==> src/hdl/tcjs_pkg.sv <==
// ----------------------------------------------------------------------------
// tcjs_pkg
// Shared types, codes and constants of the tick driven job scheduler.
// ----------------------------------------------------------------------------
package tcjs_pkg;

	localparam int MAX_JOBS_DEF  = 16;
	localparam int TIME_BITS_DEF = 32;

	localparam int ID_W    = 8;
	localparam int BURST_W = 16;
	localparam int PRIO_W  = 8;
	localparam int ARR_W   = 32;
	localparam int TICK_W  = 32;
	localparam int SUM_W   = 48;
	localparam int DONE_W  = 16;
	localparam int MODE_W  = 3;
	localparam int QUANT_W = 16;
	localparam int CFG_W   = 16;
	localparam int CIDX_W  = 1;

	localparam logic OP_ADD  = 1'b0;
	localparam logic OP_TICK = 1'b1;

	localparam logic [CIDX_W-1:0] CFG_MODE    = 1'd0;
	localparam logic [CIDX_W-1:0] CFG_QUANTUM = 1'd1;

	localparam logic [MODE_W-1:0] MODE_FCFS    = 3'd0;
	localparam logic [MODE_W-1:0] MODE_SJF_NP  = 3'd1;
	localparam logic [MODE_W-1:0] MODE_SJF_P   = 3'd2;
	localparam logic [MODE_W-1:0] MODE_PRIO_NP = 3'd3;
	localparam logic [MODE_W-1:0] MODE_PRIO_P  = 3'd4;
	localparam logic [MODE_W-1:0] MODE_RR      = 3'd5;

	typedef enum logic [1:0] {
		SLOT_EMPTY,
		SLOT_WAIT,
		SLOT_READY
	} slot_st_t;

	typedef enum logic [3:0] {
		ST_IDLE,
		ST_DECODE,
		ST_ADD_SCAN,
		ST_ADMIT,
		ST_PICK_INIT,
		ST_PICK_SCAN,
		ST_RUN,
		ST_WAIT_CALC,
		ST_FIX,
		ST_OUT
	} ctrl_st_t;

	typedef struct packed {
		logic latch;
		logic add_step;
		logic set_full;
		logic adm_step;
		logic adm_end;
		logic pick_clear;
		logic take_lock;
		logic pick_step;
		logic run;
		logic wait_calc;
		logic fix;
		logic out_load;
	} dp_cmd_t;

	typedef struct packed {
		logic op;
		logic slot_empty;
		logic adm_done;
		logic lock_hit;
		logic mode_none;
		logic out_free;
	} dp_stat_t;

endpackage

==> src/hdl/tcjs_ctrl.sv <==
// ----------------------------------------------------------------------------
// tcjs_ctrl
// Sequencer: walks add, admission, selection and run steps of one beat.
// ----------------------------------------------------------------------------
module tcjs_ctrl #(
	parameter int MAX_JOBS = tcjs_pkg::MAX_JOBS_DEF,
	parameter int CNT_W    = $clog2(MAX_JOBS + 1)
) (
	input  logic                 clk,
	input  logic                 arst_n,
	input  logic                 in_valid,
	input  tcjs_pkg::dp_stat_t   stat,
	output tcjs_pkg::dp_cmd_t    cmd,
	output logic [CNT_W-1:0]     idx,
	output logic                 idle
);
	import tcjs_pkg::*;

	ctrl_st_t state_q, state_d;
	logic [CNT_W-1:0] idx_q, idx_d;
	logic last_slot;

	assign last_slot = (idx_q == CNT_W'(MAX_JOBS - 1));
	assign idx  = idx_q;
	assign idle = (state_q == ST_IDLE);

	always_ff @(posedge clk or negedge arst_n) begin
		if (!arst_n) begin
			state_q <= ST_IDLE;
			idx_q   <= '0;
		end else begin
			state_q <= state_d;
			idx_q   <= idx_d;
		end
	end

	// next state
	always_comb begin
		state_d = state_q;
		idx_d   = idx_q;
		case (state_q)
			ST_IDLE: begin
				idx_d = '0;
				if (in_valid) state_d = ST_DECODE;
			end
			ST_DECODE: begin
				idx_d   = '0;
				state_d = (stat.op == OP_ADD) ? ST_ADD_SCAN : ST_ADMIT;
			end
			ST_ADD_SCAN: begin
				if (stat.slot_empty || last_slot) state_d = ST_OUT;
				else idx_d = idx_q + 1'b1;
			end
			ST_ADMIT: begin
				if (stat.adm_done) begin
					state_d = ST_PICK_INIT;
					idx_d   = '0;
				end else begin
					idx_d = idx_q + 1'b1;
				end
			end
			ST_PICK_INIT: begin
				idx_d = '0;
				if (stat.lock_hit || stat.mode_none) state_d = ST_RUN;
				else state_d = ST_PICK_SCAN;
			end
			ST_PICK_SCAN: begin
				if (last_slot) state_d = ST_RUN;
				else idx_d = idx_q + 1'b1;
			end
			ST_RUN:       state_d = ST_WAIT_CALC;
			ST_WAIT_CALC: state_d = ST_FIX;
			ST_FIX:       state_d = ST_OUT;
			ST_OUT: begin
				if (stat.out_free) state_d = ST_IDLE;
			end
			default: state_d = ST_IDLE;
		endcase
	end

	// outputs
	always_comb begin
		cmd = '0;
		case (state_q)
			ST_IDLE:     cmd.latch = in_valid;
			ST_ADD_SCAN: begin
				cmd.add_step = stat.slot_empty;
				cmd.set_full = !stat.slot_empty && last_slot;
			end
			ST_ADMIT: begin
				cmd.adm_step = !stat.adm_done;
				cmd.adm_end  = stat.adm_done;
			end
			ST_PICK_INIT: begin
				cmd.pick_clear = 1'b1;
				cmd.take_lock  = stat.lock_hit;
			end
			ST_PICK_SCAN: cmd.pick_step = 1'b1;
			ST_RUN:       cmd.run = 1'b1;
			ST_WAIT_CALC: cmd.wait_calc = 1'b1;
			ST_FIX:       cmd.fix = 1'b1;
			ST_OUT:       cmd.out_load = stat.out_free;
			default:      cmd = '0;
		endcase
	end

endmodule

==> src/hdl/tcjs_datapath.sv <==
// ----------------------------------------------------------------------------
// tcjs_datapath
// Job table, ready ordering, selection compare, timing sums, output register.
// ----------------------------------------------------------------------------
module tcjs_datapath #(
	parameter int MAX_JOBS  = tcjs_pkg::MAX_JOBS_DEF,
	parameter int TIME_BITS = tcjs_pkg::TIME_BITS_DEF,
	parameter int CNT_W     = $clog2(MAX_JOBS + 1)
) (
	input  logic                          clk,
	input  logic                          arst_n,
	input  tcjs_pkg::dp_cmd_t             cmd,
	input  logic [CNT_W-1:0]              idx,
	output tcjs_pkg::dp_stat_t            stat,
	input  logic                          cfg_write,
	input  logic [tcjs_pkg::CIDX_W-1:0]   cfg_index,
	input  logic [tcjs_pkg::CFG_W-1:0]    cfg_data,
	input  logic                          operation,
	input  logic [tcjs_pkg::ID_W-1:0]     job_id,
	input  logic [tcjs_pkg::BURST_W-1:0]  job_burst,
	input  logic [tcjs_pkg::PRIO_W-1:0]   job_priority,
	input  logic [tcjs_pkg::ARR_W-1:0]    job_arrival,
	input  logic                          out_stall,
	output logic                          out_valid,
	output logic                          table_full,
	output logic                          running_valid,
	output logic [tcjs_pkg::ID_W-1:0]     running_id,
	output logic                          job_finished,
	output logic [tcjs_pkg::TICK_W-1:0]   turnaround_ticks,
	output logic [tcjs_pkg::TICK_W-1:0]   waiting_ticks,
	output logic [tcjs_pkg::SUM_W-1:0]    sum_turnaround,
	output logic [tcjs_pkg::SUM_W-1:0]    sum_waiting,
	output logic [tcjs_pkg::DONE_W-1:0]   done_count,
	output logic [tcjs_pkg::TICK_W-1:0]   now_tick
);
	import tcjs_pkg::*;

	localparam int IDX_W = (MAX_JOBS > 1) ? $clog2(MAX_JOBS) : 1;

	// configuration
	logic [MODE_W-1:0]  mode_q;
	logic [QUANT_W-1:0] quant_q;

	// job table
	slot_st_t            status_q [MAX_JOBS];
	logic [ID_W-1:0]     ident_q  [MAX_JOBS];
	logic [BURST_W-1:0]  remain_q [MAX_JOBS];
	logic [BURST_W-1:0]  orig_q   [MAX_JOBS];
	logic [PRIO_W-1:0]   urg_q    [MAX_JOBS];
	logic [TIME_BITS-1:0] arr_q   [MAX_JOBS];
	logic [IDX_W-1:0]    order_q  [MAX_JOBS];
	logic [IDX_W-1:0]    waitq_q  [MAX_JOBS];

	logic [CNT_W-1:0]    oc_q, wcnt_q, kept_q;
	logic [TIME_BITS-1:0] time_q;
	logic [QUANT_W-1:0]  ql_q;
	logic [IDX_W-1:0]    lock_slot_q;
	logic                lock_valid_q;
	logic [SUM_W-1:0]    tot_turn_q, tot_wait_q;
	logic [DONE_W-1:0]   fin_cnt_q;

	// per beat working registers
	logic                op_q;
	logic [ID_W-1:0]     in_id_q;
	logic [BURST_W-1:0]  in_burst_q;
	logic [PRIO_W-1:0]   in_prio_q;
	logic [TIME_BITS-1:0] in_arr_q;
	logic [IDX_W-1:0]    best_q;
	logic [BURST_W-1:0]  bkey_q;
	logic [IDX_W-1:0]    bord_q;
	logic                bv_q;
	logic                rm_q, rot_q;
	logic                full_q, rv_q, fin_q;
	logic [ID_W-1:0]     rid_q;
	logic [TICK_W-1:0]   tat_q, wt_q, now_q;

	// output register
	logic                ov_q;

	// selection and read pointer
	logic [IDX_W-1:0]    slot_i, rank_i, wslot, rp;
	logic [BURST_W-1:0]  key_i;
	logic                better;
	logic                arrived;
	logic                done;
	logic [TIME_BITS-1:0] t_raw;
	logic [TICK_W-1:0]   tat_sat;
	logic [QUANT_W-1:0]  qv, ql0, ql_dec;
	logic                key_mode_burst, key_mode_prio, np_mode;

	assign slot_i = idx[IDX_W-1:0];
	assign rank_i = idx[IDX_W-1:0];
	assign wslot  = waitq_q[rank_i];
	assign rp     = cmd.adm_step ? wslot : (cmd.pick_step ? slot_i : best_q);

	assign key_mode_burst = (mode_q == MODE_SJF_NP) || (mode_q == MODE_SJF_P);
	assign key_mode_prio  = (mode_q == MODE_PRIO_NP) || (mode_q == MODE_PRIO_P);
	assign np_mode        = (mode_q == MODE_SJF_NP) || (mode_q == MODE_PRIO_NP);

	assign key_i = key_mode_burst ? remain_q[rp] :
	               key_mode_prio  ? BURST_W'(urg_q[rp]) : '0;
	assign better = (status_q[rp] == SLOT_READY) &&
	                (!bv_q || (key_i < bkey_q) || (key_i == bkey_q && order_q[rp] < bord_q));
	assign arrived = (arr_q[rp] <= time_q);
	assign done    = (remain_q[rp] <= BURST_W'(1));
	assign t_raw   = time_q + TIME_BITS'(1) - arr_q[rp];
	assign tat_sat = (64'(t_raw) > 64'hFFFF_FFFF) ? '1 : TICK_W'(t_raw);

	assign qv     = (quant_q == '0) ? QUANT_W'(1) : quant_q;
	assign ql0    = (ql_q == '0) ? qv : ql_q;
	assign ql_dec = ql0 - 1'b1;

	assign stat.op         = op_q;
	assign stat.slot_empty = (status_q[slot_i] == SLOT_EMPTY);
	assign stat.adm_done   = (idx >= wcnt_q);
	assign stat.lock_hit   = np_mode && lock_valid_q && (status_q[lock_slot_q] == SLOT_READY);
	assign stat.mode_none  = (mode_q > MODE_RR);
	assign stat.out_free   = !ov_q || !out_stall;

	// config registers
	always_ff @(posedge clk or negedge arst_n) begin
		if (!arst_n) begin
			mode_q  <= MODE_FCFS;
			quant_q <= QUANT_W'(1);
		end else if (cfg_write) begin
			case (cfg_index)
				CFG_MODE:    mode_q  <= cfg_data[MODE_W-1:0];
				CFG_QUANTUM: quant_q <= cfg_data[QUANT_W-1:0];
				default:     mode_q  <= mode_q;
			endcase
		end
	end

	// slot status
	always_ff @(posedge clk or negedge arst_n) begin
		if (!arst_n) begin
			for (int i = 0; i < MAX_JOBS; i++) status_q[i] <= SLOT_EMPTY;
		end else begin
			if (cmd.add_step) status_q[slot_i] <= SLOT_WAIT;
			if (cmd.adm_step && arrived) status_q[wslot] <= SLOT_READY;
			if (cmd.fix && rm_q) status_q[best_q] <= SLOT_EMPTY;
		end
	end

	// slot payload
	always_ff @(posedge clk) begin
		if (cmd.add_step) begin
			ident_q[slot_i]  <= in_id_q;
			remain_q[slot_i] <= (in_burst_q == '0) ? BURST_W'(1) : in_burst_q;
			orig_q[slot_i]   <= (in_burst_q == '0) ? BURST_W'(1) : in_burst_q;
			urg_q[slot_i]    <= in_prio_q;
			arr_q[slot_i]    <= in_arr_q;
			waitq_q[wcnt_q[IDX_W-1:0]] <= slot_i;
		end
		if (cmd.adm_step && !arrived) waitq_q[kept_q[IDX_W-1:0]] <= wslot;
		if (cmd.run && bv_q && !done) remain_q[best_q] <= remain_q[best_q] - 1'b1;
	end

	// ready order ranks, one lane per slot
	always_ff @(posedge clk) begin
		for (int i = 0; i < MAX_JOBS; i++) begin
			if (cmd.adm_step && arrived && wslot == IDX_W'(i)) begin
				order_q[i] <= oc_q[IDX_W-1:0];
			end else if (cmd.fix && (rm_q || rot_q)) begin
				if (rot_q && best_q == IDX_W'(i))
					order_q[i] <= IDX_W'(oc_q - 1'b1);
				else if (status_q[i] == SLOT_READY && best_q != IDX_W'(i) &&
				         order_q[i] > order_q[best_q])
					order_q[i] <= order_q[i] - 1'b1;
			end
		end
	end

	// scheduler control state
	always_ff @(posedge clk or negedge arst_n) begin
		if (!arst_n) begin
			oc_q         <= '0;
			wcnt_q       <= '0;
			kept_q       <= '0;
			time_q       <= '0;
			ql_q         <= '0;
			lock_slot_q  <= '0;
			lock_valid_q <= 1'b0;
			tot_turn_q   <= '0;
			tot_wait_q   <= '0;
			fin_cnt_q    <= '0;
			bv_q         <= 1'b0;
			rm_q         <= 1'b0;
			rot_q        <= 1'b0;
			ov_q         <= 1'b0;
		end else begin
			if (cmd.latch) begin
				kept_q <= '0;
				bv_q   <= 1'b0;
				rm_q   <= 1'b0;
				rot_q  <= 1'b0;
			end
			if (cmd.add_step) wcnt_q <= wcnt_q + 1'b1;
			if (cmd.adm_step) begin
				if (arrived) oc_q <= oc_q + 1'b1;
				else kept_q <= kept_q + 1'b1;
			end
			if (cmd.adm_end) wcnt_q <= kept_q;
			if (cmd.pick_clear) begin
				bv_q <= cmd.take_lock;
				if (cmd.take_lock) best_q <= lock_slot_q;
			end
			if (cmd.pick_step && better) begin
				bv_q   <= 1'b1;
				best_q <= slot_i;
				bkey_q <= key_i;
				bord_q <= order_q[rp];
			end
			if (cmd.run) begin
				if (np_mode) begin
					lock_valid_q <= bv_q && !done;
					lock_slot_q  <= bv_q ? best_q : '0;
				end else if (mode_q <= MODE_RR) begin
					lock_valid_q <= 1'b0;
				end
				rm_q <= bv_q && done;
				if (bv_q && mode_q == MODE_RR) begin
					if (done) begin
						ql_q <= qv;
					end else if (ql_dec == '0) begin
						ql_q  <= qv;
						rot_q <= 1'b1;
					end else begin
						ql_q <= ql_dec;
					end
				end
			end
			if (cmd.fix) begin
				time_q <= time_q + 1'b1;
				if (fin_q) begin
					tot_turn_q <= tot_turn_q + SUM_W'(tat_q);
					tot_wait_q <= tot_wait_q + SUM_W'(wt_q);
					fin_cnt_q  <= fin_cnt_q + 1'b1;
				end
				if (rm_q) oc_q <= oc_q - 1'b1;
			end
			if (cmd.out_load) ov_q <= 1'b1;
			else if (!out_stall) ov_q <= 1'b0;
		end
	end

	// per beat results
	always_ff @(posedge clk) begin
		if (cmd.latch) begin
			op_q       <= operation;
			in_id_q    <= job_id;
			in_burst_q <= job_burst;
			in_prio_q  <= job_priority;
			in_arr_q   <= TIME_BITS'(job_arrival);
			full_q     <= 1'b0;
			rv_q       <= 1'b0;
			fin_q      <= 1'b0;
			rid_q      <= '0;
			tat_q      <= '0;
			wt_q       <= '0;
			now_q      <= TICK_W'(64'(time_q));
		end
		if (cmd.set_full) full_q <= 1'b1;
		if (cmd.run && bv_q) begin
			rv_q  <= 1'b1;
			rid_q <= ident_q[best_q];
			fin_q <= done;
			if (done) tat_q <= tat_sat;
		end
		if (cmd.wait_calc && fin_q) begin
			wt_q <= (tat_q > TICK_W'(orig_q[best_q])) ? tat_q - TICK_W'(orig_q[best_q]) : '0;
		end
		if (cmd.out_load) begin
			table_full       <= full_q;
			running_valid    <= rv_q;
			running_id       <= rid_q;
			job_finished     <= fin_q;
			turnaround_ticks <= tat_q;
			waiting_ticks    <= wt_q;
			sum_turnaround   <= tot_turn_q;
			sum_waiting      <= tot_wait_q;
			done_count       <= fin_cnt_q;
			now_tick         <= now_q;
		end
	end

	assign out_valid = ov_q;

endmodule

==> src/hdl/tick_cpu_job_scheduler.sv <==
// ----------------------------------------------------------------------------
// tick_cpu_job_scheduler
// Job table scheduler: add-job beats fill slots, tick beats admit, pick, run.
// ----------------------------------------------------------------------------
// add beat: the free slot search walks the table, one slot a cycle, then the result
//   is queued; tick beat: admission walks the waiting list, then, unless a held
//   non-preemptive job or an unused mode skips it, the selection scans every slot
// throughput: one beat at a time; next beat taken the cycle after the result is queued
// reset: all slots empty, time, totals, lock cleared, quantum one, no clearing pass
module tick_cpu_job_scheduler #(
	parameter int MAX_JOBS  = tcjs_pkg::MAX_JOBS_DEF,
	parameter int TIME_BITS = tcjs_pkg::TIME_BITS_DEF
) (
	input  logic                          clk,
	input  logic                          arst_n,
	// configuration write port
	input  logic                          cfg_write,
	input  logic [tcjs_pkg::CIDX_W-1:0]   cfg_index,
	input  logic [tcjs_pkg::CFG_W-1:0]    cfg_data,
	// input beat
	input  logic                          in_valid,
	output logic                          in_stall,
	input  logic                          operation,
	input  logic [tcjs_pkg::ID_W-1:0]     job_id,
	input  logic [tcjs_pkg::BURST_W-1:0]  job_burst,
	input  logic [tcjs_pkg::PRIO_W-1:0]   job_priority,
	input  logic [tcjs_pkg::ARR_W-1:0]    job_arrival,
	// result beat
	output logic                          out_valid,
	input  logic                          out_stall,
	output logic                          table_full,
	output logic                          running_valid,
	output logic [tcjs_pkg::ID_W-1:0]     running_id,
	output logic                          job_finished,
	output logic [tcjs_pkg::TICK_W-1:0]   turnaround_ticks,
	output logic [tcjs_pkg::TICK_W-1:0]   waiting_ticks,
	output logic [tcjs_pkg::SUM_W-1:0]    sum_turnaround,
	output logic [tcjs_pkg::SUM_W-1:0]    sum_waiting,
	output logic [tcjs_pkg::DONE_W-1:0]   done_count,
	output logic [tcjs_pkg::TICK_W-1:0]   now_tick
);
	import tcjs_pkg::*;

	localparam int CNT_W = $clog2(MAX_JOBS + 1);

	// command and status between sequencer and datapath
	dp_cmd_t          cmd;
	dp_stat_t         stat;
	logic [CNT_W-1:0] idx;
	logic             idle;

	// a beat is only taken while the sequencer sits idle; the output register
	// lets the next beat enter while the last result still waits downstream
	assign in_stall = !idle;

	tcjs_ctrl #(
		.MAX_JOBS (MAX_JOBS),
		.CNT_W    (CNT_W)
	) u_ctrl (
		.clk      (clk),
		.arst_n   (arst_n),
		.in_valid (in_valid),
		.stat     (stat),
		.cmd      (cmd),
		.idx      (idx),
		.idle     (idle)
	);

	tcjs_datapath #(
		.MAX_JOBS  (MAX_JOBS),
		.TIME_BITS (TIME_BITS),
		.CNT_W     (CNT_W)
	) u_dp (
		.clk              (clk),
		.arst_n           (arst_n),
		.cmd              (cmd),
		.idx              (idx),
		.stat             (stat),
		.cfg_write        (cfg_write),
		.cfg_index        (cfg_index),
		.cfg_data         (cfg_data),
		.operation        (operation),
		.job_id           (job_id),
		.job_burst        (job_burst),
		.job_priority     (job_priority),
		.job_arrival      (job_arrival),
		.out_stall        (out_stall),
		.out_valid        (out_valid),
		.table_full       (table_full),
		.running_valid    (running_valid),
		.running_id       (running_id),
		.job_finished     (job_finished),
		.turnaround_ticks (turnaround_ticks),
		.waiting_ticks    (waiting_ticks),
		.sum_turnaround   (sum_turnaround),
		.sum_waiting      (sum_waiting),
		.done_count       (done_count),
		.now_tick         (now_tick)
	);

`ifndef SYNTHESIS
	// an accepted beat keeps the block busy on the next cycle
	a_busy_after_accept: assert property (@(posedge clk) disable iff (!arst_n)
		(in_valid && !in_stall) |=> in_stall)
		else $error("input taken again right after a beat");

	// a finished job is always the running one
	a_fin_needs_run: assert property (@(posedge clk) disable iff (!arst_n)
		(out_valid && job_finished) |-> running_valid)
		else $error("finished flag without running job");

	// a full table only comes from an add beat, which runs nothing
	a_full_no_run: assert property (@(posedge clk) disable iff (!arst_n)
		(out_valid && table_full) |-> !running_valid)
		else $error("table full reported with a running job");

	// a new result is never loaded over one that is still stalled
	a_no_overwrite: assert property (@(posedge clk) disable iff (!arst_n)
		(cmd.out_load) |-> (!out_valid || !out_stall))
		else $error("result register overwritten while stalled");
`endif

endmodule

==> config.mk <==
export PLATFORM = sky130hd
export DESIGN_NAME = tick_cpu_job_scheduler
export DESIGN_NICKNAME = d
export VERILOG_FILES = /design/src/hdl/tcjs_pkg.sv /design/src/hdl/tcjs_ctrl.sv /design/src/hdl/tcjs_datapath.sv /design/src/hdl/tick_cpu_job_scheduler.sv
export SDC_FILE = /design/constraint.sdc
export NUM_CORES = 2
export LEC_CHECK = 0
export ABC_AREA = 1
export BUFFER_PORTS_ARGS = -buffer_cell sky130_fd_sc_hd__buf_2
export CORE_MARGIN = 2
export CORE_UTILIZATION = 30
export CTS_CLUSTER_DIAMETER = 60
export DETAILED_ROUTE_END_ITERATION = 10
export PLACE_DENSITY_LB_ADDON = 0.3
export RECOVER_POWER = 25
export SETUP_SLACK_MARGIN = 0.4
export SYNTH_ARGS = -nofsm -noshare
export SYNTH_HDL_FRONTEND = slang
export SYNTH_SLANG_ARGS = --single-unit
export TNS_END_PERCENT = 30
==> constraint.sdc <==
create_clock -name clk -period 12.7 [get_ports clk]
set_input_delay 0.635 -clock clk [delete_from_list [all_inputs] [get_ports clk]]
set_output_delay 0.635 -clock clk [all_outputs]
set_load 0.01 [all_outputs]
# [Word-level counts from Yosys, hierarchy flattened]
# Memories as Yosys holds them, arrays and structs flattened. A register that Yosys moved wholly into a read port is not among the register bits.
# Index checks and enable logic that the tools add are counted.
[word_totals] regBits=659 ramBits=1408 inputBits=87 out_inout_bits=221 elab_cells=698 memories=7
[memory_table] name="u_dp.arr_q" words=16 word_bits=32 rd=1 rd_ports_with_merged_regs=0 wr=1 line="tcjs_datapath.sv:50" text="logic [TIME_BITS-1:0] arr_q [MAX_JOBS];"
[memory_table] name="u_dp.orig_q" words=16 word_bits=16 rd=1 rd_ports_with_merged_regs=1 wr=1 line="tcjs_datapath.sv:48" text="logic [BURST_W-1:0] orig_q [MAX_JOBS];"
[memory_table] name="u_dp.remain_q" words=16 word_bits=16 rd=2 rd_ports_with_merged_regs=1 wr=1 line="tcjs_datapath.sv:47" text="logic [BURST_W-1:0] remain_q [MAX_JOBS];"
[memory_table] name="u_dp.ident_q" words=16 word_bits=8 rd=1 rd_ports_with_merged_regs=1 wr=1 line="tcjs_datapath.sv:46" text="logic [ID_W-1:0] ident_q [MAX_JOBS];"
[memory_table] name="u_dp.urg_q" words=16 word_bits=8 rd=1 rd_ports_with_merged_regs=0 wr=1 line="tcjs_datapath.sv:49" text="logic [PRIO_W-1:0] urg_q [MAX_JOBS];"
[memory_table] name="u_dp.order_q" words=16 word_bits=4 rd=18 rd_ports_with_merged_regs=1 wr=16 line="tcjs_datapath.sv:51" text="logic [IDX_W-1:0] order_q [MAX_JOBS];"
[memory_table] name="1 more memories"
[classes] n_addsub=29 n_lt_le_gt_ge=32 eq_ne=87 mux=307 bitwise=46 n_reduce_logical=131
[op_table] op="$mux 32" count=9
[op_table] op="$mux 1" count=205
[op_table] op="$mux 4" count=50
[op_table] op="$mux 16" count=7
[op_table] op="$add 48x32->48" count=2
[op_table] op="$logic_and 1x1->1" count=83
[op_table] op="$eq 4x4->1 const B" count=18
[op_table] op="$gt 4x4->1" count=16
[op_table] op="$logic_not 16->1" count=4
[op_table] op="$sub 4x1->4 const B" count=16
[op_table] op="$mux 5" count=12
[op_table] op="$eq 4x3->1 const B" count=12
[op_table] op="$pmux 4 s10" count=1
[op_table] op="$eq 2x2->1 const B" count=18
[op_table] op="$add 32x1->32 const B" count=1
[op_table] op="$and 16x16->16" count=2
[op_table] op="$and 32x32->32" count=1
[op_table] op="$gt 32x16->1" count=1
[op_table] op="$le 32x32->1" count=1
[op_table] op="$ne 4x4->1 const B" count=8
[op_table] op="$not 16->16" count=2
[op_table] op="$not 32->32" count=1
[op_table] op="$or 1x1->1" count=32
[op_table] op="$or 16x16->16" count=2
[op_table] op="other kinds (46)" count=128

# [Logic depth before layout (Yosys ltp)]
# An unclocked memory read counts as a cell.
[depth] depth_word=15 depth_mapped=40 mapped_depth_nobuf=32

# [Modules after synthesis]
# A second synthesis with hierarchy kept.
[unflattened] hier_cells=10258 area_unflattened_um2=100682.8
[modules_own_cells] module="tcjs_datapath" n_inst=1 cells_per_inst=10133 area_per_inst_um2=99874.5 seq_area_each_um2=60339.1
[modules_own_cells] module="tcjs_ctrl" n_inst=1 cells_per_inst=124 area_per_inst_um2=804.5 seq_area_each_um2=225.2
[modules_own_cells] module="tick_cpu_job_scheduler" n_inst=1 cells_per_inst=1 area_per_inst_um2=3.8 seq_area_each_um2=0.0

# [Worst setup path before layout]
# OpenSTA, ideal clock, no wires.
[synth_path] path_type="input to register" start="input port out_stall" end="register u_dp.done_count[0] (netlist bit) (enable)" setup_time_ns=0.801 t_arrival_ns=9.781 t_required_ns=11.899 setup_slack_ns=2.118 path_stages=3 path_buffers=0 cell_sequence="nand2_1 inv_1 nor2_1"
[synth_rtl] element="start: declaration" line="tick_cpu_job_scheduler.sv:30" text="input logic out_stall,"
[synth_rtl] element="end signal: assignment" line="tcjs_datapath.sv:282" text="done_count <= fin_cnt_q;"
[synth_rtl] element="end: declaration" line="tcjs_datapath.sv:33" text="output logic [tcjs_pkg::DONE_W-1:0] done_count,"

# [Worst setup path in the final report]
[layout_path] start="register u_ctrl.idx_q[0], in the netlist u_ctrl.idx[0]" end="register u_dp.bkey_q[5] (enable)"
[layout_between] elab_chain_len=13 elab_cells_between_ends=25 cone_classes="order compare: 3; eq/ne: 2; mux: 8; bitwise: 1; reduce/logical: 7; memory: 4"
[layout_rtl] element="start: declaration" line="tcjs_ctrl.sv:20" text="logic [CNT_W-1:0] idx_q, idx_d;"
[layout_rtl] element="start signal: assignment" line="tcjs_ctrl.sv:33" text="idx_q <= idx_d;"
[layout_rtl] element="$ge 5x5->1" line="tcjs_datapath.sv:115" text="assign stat.adm_done = (idx >= wcnt_q);"
[layout_rtl] element="$logic_not 1->1" line="tcjs_ctrl.sv:91" text="cmd.adm_step = !stat.adm_done;"
[layout_rtl] element="$mux 2" line="tcjs_ctrl.sv:84" text="case (state_q)"
[layout_rtl] element="$mux 4 (*)" line="tcjs_datapath.sv:94" text="assign rp = cmd.adm_step ? wslot : (cmd.pick_step ? slot_i : best_q);"
[layout_rtl] element="$mem_v2 16x8"
[layout_rtl] element="$mux 8" line="tcjs_datapath.sv:101" text="key_mode_prio ? BURST_W'(urg_q[rp]) : '0;"
[layout_rtl] element="$mux 16 (*)" line="tcjs_datapath.sv:100" text="assign key_i = key_mode_burst ? remain_q[rp] :"
[layout_rtl] element="net u_dp.key_i[2]" line="tcjs_datapath.sv:82" text="logic [BURST_W-1:0] key_i;"
[layout_rtl] element="$lt 16x16->1 / $eq 16x16->1 (equally long branches)" line="tcjs_datapath.sv:103" text="(!bv_q || (key_i < bkey_q) || (key_i == bkey_q && order_q[rp] < bord_q));"
[layout_rtl] element="$logic_or 1x1->1 / $logic_and 1x1->1 (equally long branches)" line="tcjs_datapath.sv:103"
[layout_rtl] element="$logic_or 1x1->1 (*)" line="tcjs_datapath.sv:103"
[layout_rtl] element="$logic_and 1x1->1 (*)" line="tcjs_datapath.sv:102" text="assign better = (status_q[rp] == SLOT_READY) &&"
[layout_rtl] element="$logic_and 1x1->1 (*)" line="tcjs_datapath.sv:208" text="if (cmd.pick_step && better) begin"
[layout_rtl] element="$reduce_and 2->1 (no source line) (*)"
[layout_rtl] element="end signal: assignment" line="tcjs_datapath.sv:211" text="bkey_q <= key_i;"
[layout_rtl] element="end: declaration" line="tcjs_datapath.sv:69" text="logic [BURST_W-1:0] bkey_q;"
# Mark *: on every way through the listed nets, which the timed path passes. The rest lies on a longest branch. The select of a mux whose other input is x is not followed.
# A chain may end at the register's enable or synchronous reset.

==> out/results.md <==
| Parameter | This run | Unit |
|---|---|---|
| Result of the run | finished, violations left | - |
| Failing checks | max-capacitance violations, max-slew violations | - |
| Total Die Area | 325700 | µm² |
| Count of final hold-check violations | 0 | - |
| Final Critical Period | 8.226 | ns |
| Arrival time of the worst setup path | 8.79 | ns |
| Clock buffer count from CTS | 239 | - |
| Share of final-layout standard cells stronger than drive strength 1 | 8.802 | % |
| Buffers on Ports | 307 | - |
| Maximum fanout along the worst path | 136 | - |
| Detailed placer's ending HPWL | 195600 | µm |
| Number of cells on the worst hold path | 3 | - |
| Pin count of the biggest net entering global routing | 201 | - |
| Fill cell total of the finished layout | 31670 | - |
| Routability cong. | 0.9079 | - |
| Number of synthesized flops with an enable pin | 1789 | - |
| Number of DRC markers after the initial detailed-route iteration | 7824 | - |
| Clock skew | 0.08320 | ns |
| Global-route usage over all layers | 18.59 | % |
| Clock edge transition at the registers on the reported setup and hold paths | 0.06 | ns |
| Largest family of logic cells by synthesized area | simple AND/OR/NAND/NOR gates | - |
| Highest-count cells in the layout ignoring fill and taps | sky130_fd_sc_hd__edfxtp_1 (1789), sky130_fd_sc_hd__nand2_1 (1667), sky130_fd_sc_hd__inv_1 (827), sky130_fd_sc_hd__nand3_1 (729), sky130_fd_sc_hd__o21ai_0 (724) | - |
| Starting density of the core | 30.07 | % |
| Multi-input gate area | 30960 | µm² |
| Top_reg_cell synth | sky130_fd_sc_hd__edfxtp_1 | - |
| Post-synthesis to final-layout area growth | 15.16 | % |
| Number of endpoints failing setup at the final stage | 0 | - |
| Maximum resistive drop on vdd | 0.0001494 | V |
| Post-Route Hold Slack | 0.07732 | ns |
| Maximum Capacitance Violations | 5 | - |
| Total global routing overflow | 0 | - |
| First-pass GRT wire length | 452700 | µm |
| Area of the placeable core | 320400 | µm² |
| Num ports | 308 | - |
| Area occupied by registers | 60580 | µm² |
| Relative slew slack | -148.3 | % |
| Clock Tree Buf Depth | 4 | - |
| Vias per cell | 5.120 | - |
| Combined area of all synthesized cells | 96340 | µm² |
| Share of the synthesized area in the top cell type | 55.76 | % |
| Remaining antenna violation count after routing | 0 | - |
| Simple-gate share of the synthesized area | 13.71 | % |
| Adder-Cell Fraction of Synth Area | 3.473 | % |
| Cell count of the worst reg-to-reg path | 27 | - |
| Number of global-route vias before repair | 67780 | - |
| Min-delay src | cfg_data[0] | - |
| Width of the die | 570.7 | µm |
| Top post-synthesis cells by area | sky130_fd_sc_hd__edfxtp_1 (56%), sky130_fd_sc_hd__nand2_1 (6.5%), sky130_fd_sc_hd__dfrtp_1 (6.3%), sky130_fd_sc_hd__nand3_1 (3.8%), sky130_fd_sc_hd__o21ai_0 (3.8%) | - |
| Clock Latency Late Sink | 0.93 | ns |
| Routed via count | 70640 | - |
| Sequential cell area fraction in the yosys report | 62.87 | % |
| Top cell by count, worst path | sky130_fd_sc_hd__nand2_1 | - |
| Power per cell area | 201.3 | nW/µm² |
| Initial DRT Pass Iterations | 7 | - |
| Critical path's slowest cell | sky130_fd_sc_hd__buf_4 | - |
| Capture endpoint of the worst hold path | u_dp.quant_q[0] | - |
| Syn_nets | 9329 | - |
| Clock root cell | sky130_fd_sc_hd__clkbuf_16 | - |
| Summed negative setup slack over all endpoints | 0 | ns |
| Proportion of register bits with asynchronous set or reset after synthesis | 11.74 | % |
| Mapped Avg Cell Area | 10.73 | µm² |
| Layout net count | 9640 | - |
| Class of the most critical setup path | reg -> reg | - |
| R2R Path End | u_dp.bkey_q[5] | - |
| Synth Area in Compound Gates | 11.24 | % |
| Top achievable clock speed | 121.6 | MHz |
| Worst reg2reg path startpoint | u_ctrl.idx[0] | - |
| H-tree depth | 4 | - |
| Class of the most critical hold timing path | in -> reg | - |
| Number of distinct library cells after synthesis | 67 | - |
| Most frequent standard cell in the layout excluding fill and tap cells | sky130_fd_sc_hd__edfxtp_1 | - |
| Yosys synthesis warning count | 0 | - |
| Floorplan row count | 208 | - |
| Unrepaired setup endpoints after global routing | false | - |
| Leak | 41.97 | nW |
| Final WS setup | 4.474 | ns |
| Fraction of the cycle the final worst path needs | 64.77 | % |
| Clock tree from TritonCTS | yes | - |
| Startpoint Class | register | - |
| Routed wire per std cell | 22.64 | µm |
| Drt drc | 0 | - |
| Final wirelength | 312400 | µm |
| Largest incremental delay on the critical path | 0.93 | ns |
| Setup slack, reg-to-reg | 4.47 | ns |
| Final count of pins violating max slew | 124 | - |
| Post-cts repair resize count | 0 | - |
| Flop and latch count out of synthesis | 2070 | - |
| Xor-xnor portion of the synthesized cell area | 1.891 | % |
| Multiplexer share of the synthesized area | 1.527 | % |
| Clock Sinks | 2070 | - |
| Number of instances in the synthesized netlist | 8977 | - |
| Area leader, netlist | sky130_fd_sc_hd__edfxtp_1 | - |
| Critical Path Sink Type | register | - |
| Worst-margin pin slew | 3.724 | ns |
| Antenna violations before repair | 22 | - |
| Setup slack after placement | 4.438 | ns |
| DIE HEIGHT | 570.7 | µm |
| Worst endpoint required time | 13.27 | ns |
==> worst max-delay path by stage <==
stage                           to  slack, ns     startpoint  cells after the start
2_1_floorplan   u_dp.done_count[0]       2.12      out_stall                      3
6_report            u_dp.bkey_q[5]       4.47  u_ctrl.idx[0]                     27
4_1_cts         u_dp.waitq_q[7][0]       4.39  u_ctrl.idx[0]                     22
3_3_place_gp   u_dp.waitq_q[10][3]       4.48  u_ctrl.idx[0]                     22
5_1_grt         u_dp.waitq_q[3][3]       3.85  u_ctrl.idx[0]                     22
3_5_place_dp   u_dp.waitq_q[10][3]       4.44  u_ctrl.idx[0]                     22
==> synthesized netlist by cell type (all sizes together), types with 4 or more instances <==
| cell type | number |
|---|---|
| edfxtp | 1789 |
| nand2 | 1679 |
| inv | 838 |
| o21ai | 770 |
| nand3 | 733 |
| a21oi | 578 |
| nor2 | 552 |
| ha | 261 |
| dfrtp | 242 |
| clkbuf | 241 |
| o211ai | 238 |
| buf | 190 |
| mux2i | 147 |
| xor2 | 119 |
| xnor2 | 89 |
| a32o | 60 |
| nand4 | 60 |
| nor3 | 60 |
| o22ai | 55 |
| o221ai | 39 |
| dfxtp | 38 |
| a31oi | 34 |
| nor4 | 29 |
| a21boi | 14 |
| o311ai | 13 |
| nand3b | 12 |
| o31ai | 11 |
| or2 | 11 |
| o21a | 10 |
| o21bai | 10 |
| a211oi | 9 |
| a21o | 7 |
| clkinv | 6 |
| a41oi | 5 |
| o2111ai | 5 |
| fa | 4 |
==> where the power goes <==
part           internal, mW  total, mW  switching, mW
sequential             8.12       8.58          0.464
combinational          2.05       7.02           4.97
clock                  3.89       6.73           2.84
==> per-layer routing <==
metal	vias up	routed length, µm	track usage, %	share of wire, %
met5	-	57	0	0.018
met1	34630	136900	25.86	44
met4	8	10010	5.951	3.2
li1	32420	-	-	-
met2	3050	141700	29.52	45
met3	531	23720	2.976	7.6
==> per-stage QoR <==
step / area, µm² / std cells / total power [mW] / util [%]
2_1_floorplan: 96340 / 8977 / 13.14 / -
3_3_place_gp: 102700 / 13290 / 15.54 / 32.07
4_1_cts: 111000 / 13790 / 22.42 / 34.66
3_5_place_dp: 102700 / 13290 / 15.63 / 32.07
6_report: 110900 / 13800 / 22.33 / 34.63
5_1_grt: 110900 / 13800 / 23.47 / 34.63
==> flip-flops by register name, indices dropped and copies added (netlist names), 48 cells and up, named ones only <==
signal               count
u_dp.remain_q          256
u_dp.urg_q             128
u_dp.waitq_q            64
u_dp.order_q            64
u_dp.sum_waiting        48
u_dp.orig_q            256
u_dp.sum_turnaround     48
u_dp.arr_q             512
u_dp.ident_q           128
u_dp.tot_wait_q         48
u_dp.tot_turn_q         48
==> logic make-up after synthesis <==
kind of cell | Yosys count
AND/OR/NAND/NOR | 3144
buffers and inverters | 1275
AO/OA/AOI/OAI | 1868
multiplexers | 147
adder cells (fa/ha/maj) | 265
XOR/XNOR | 208
flip-flops | 2070
==> critical path: cells and delay by family, from the launching register on <==
kind            cells  cell delay, ns
buf+inv             7            2.85
simple gates       12            2.29
compound gates      6            1.36
fa+ha+maj           2            0.66
flops               1            0.38
==> area by class of cell <==
| cell class | instances | share of cell area (%) |
|---|---|---|
| Timing Repair Buffer | 501 | 2.850 |
| Antenna cell | 7 | 0.01579 |
| Sequential cell | 2070 | 54.60 |
| Clock buffer | 289 | 5.689 |
| Clock inverter | 150 | 1.215 |
| Inverter | 844 | 2.867 |
| Multi-Input combinational cell | 5632 | 27.91 |
| Tap cell | 4305 | 4.855 |
==> timing repair <==
item	4_1_cts	5_1_grt
hold endpoints to repair	102	0
hold buffers	63	0
buffers inserted	0	0
No activity file was read; power rests on OpenSTA's default activity.
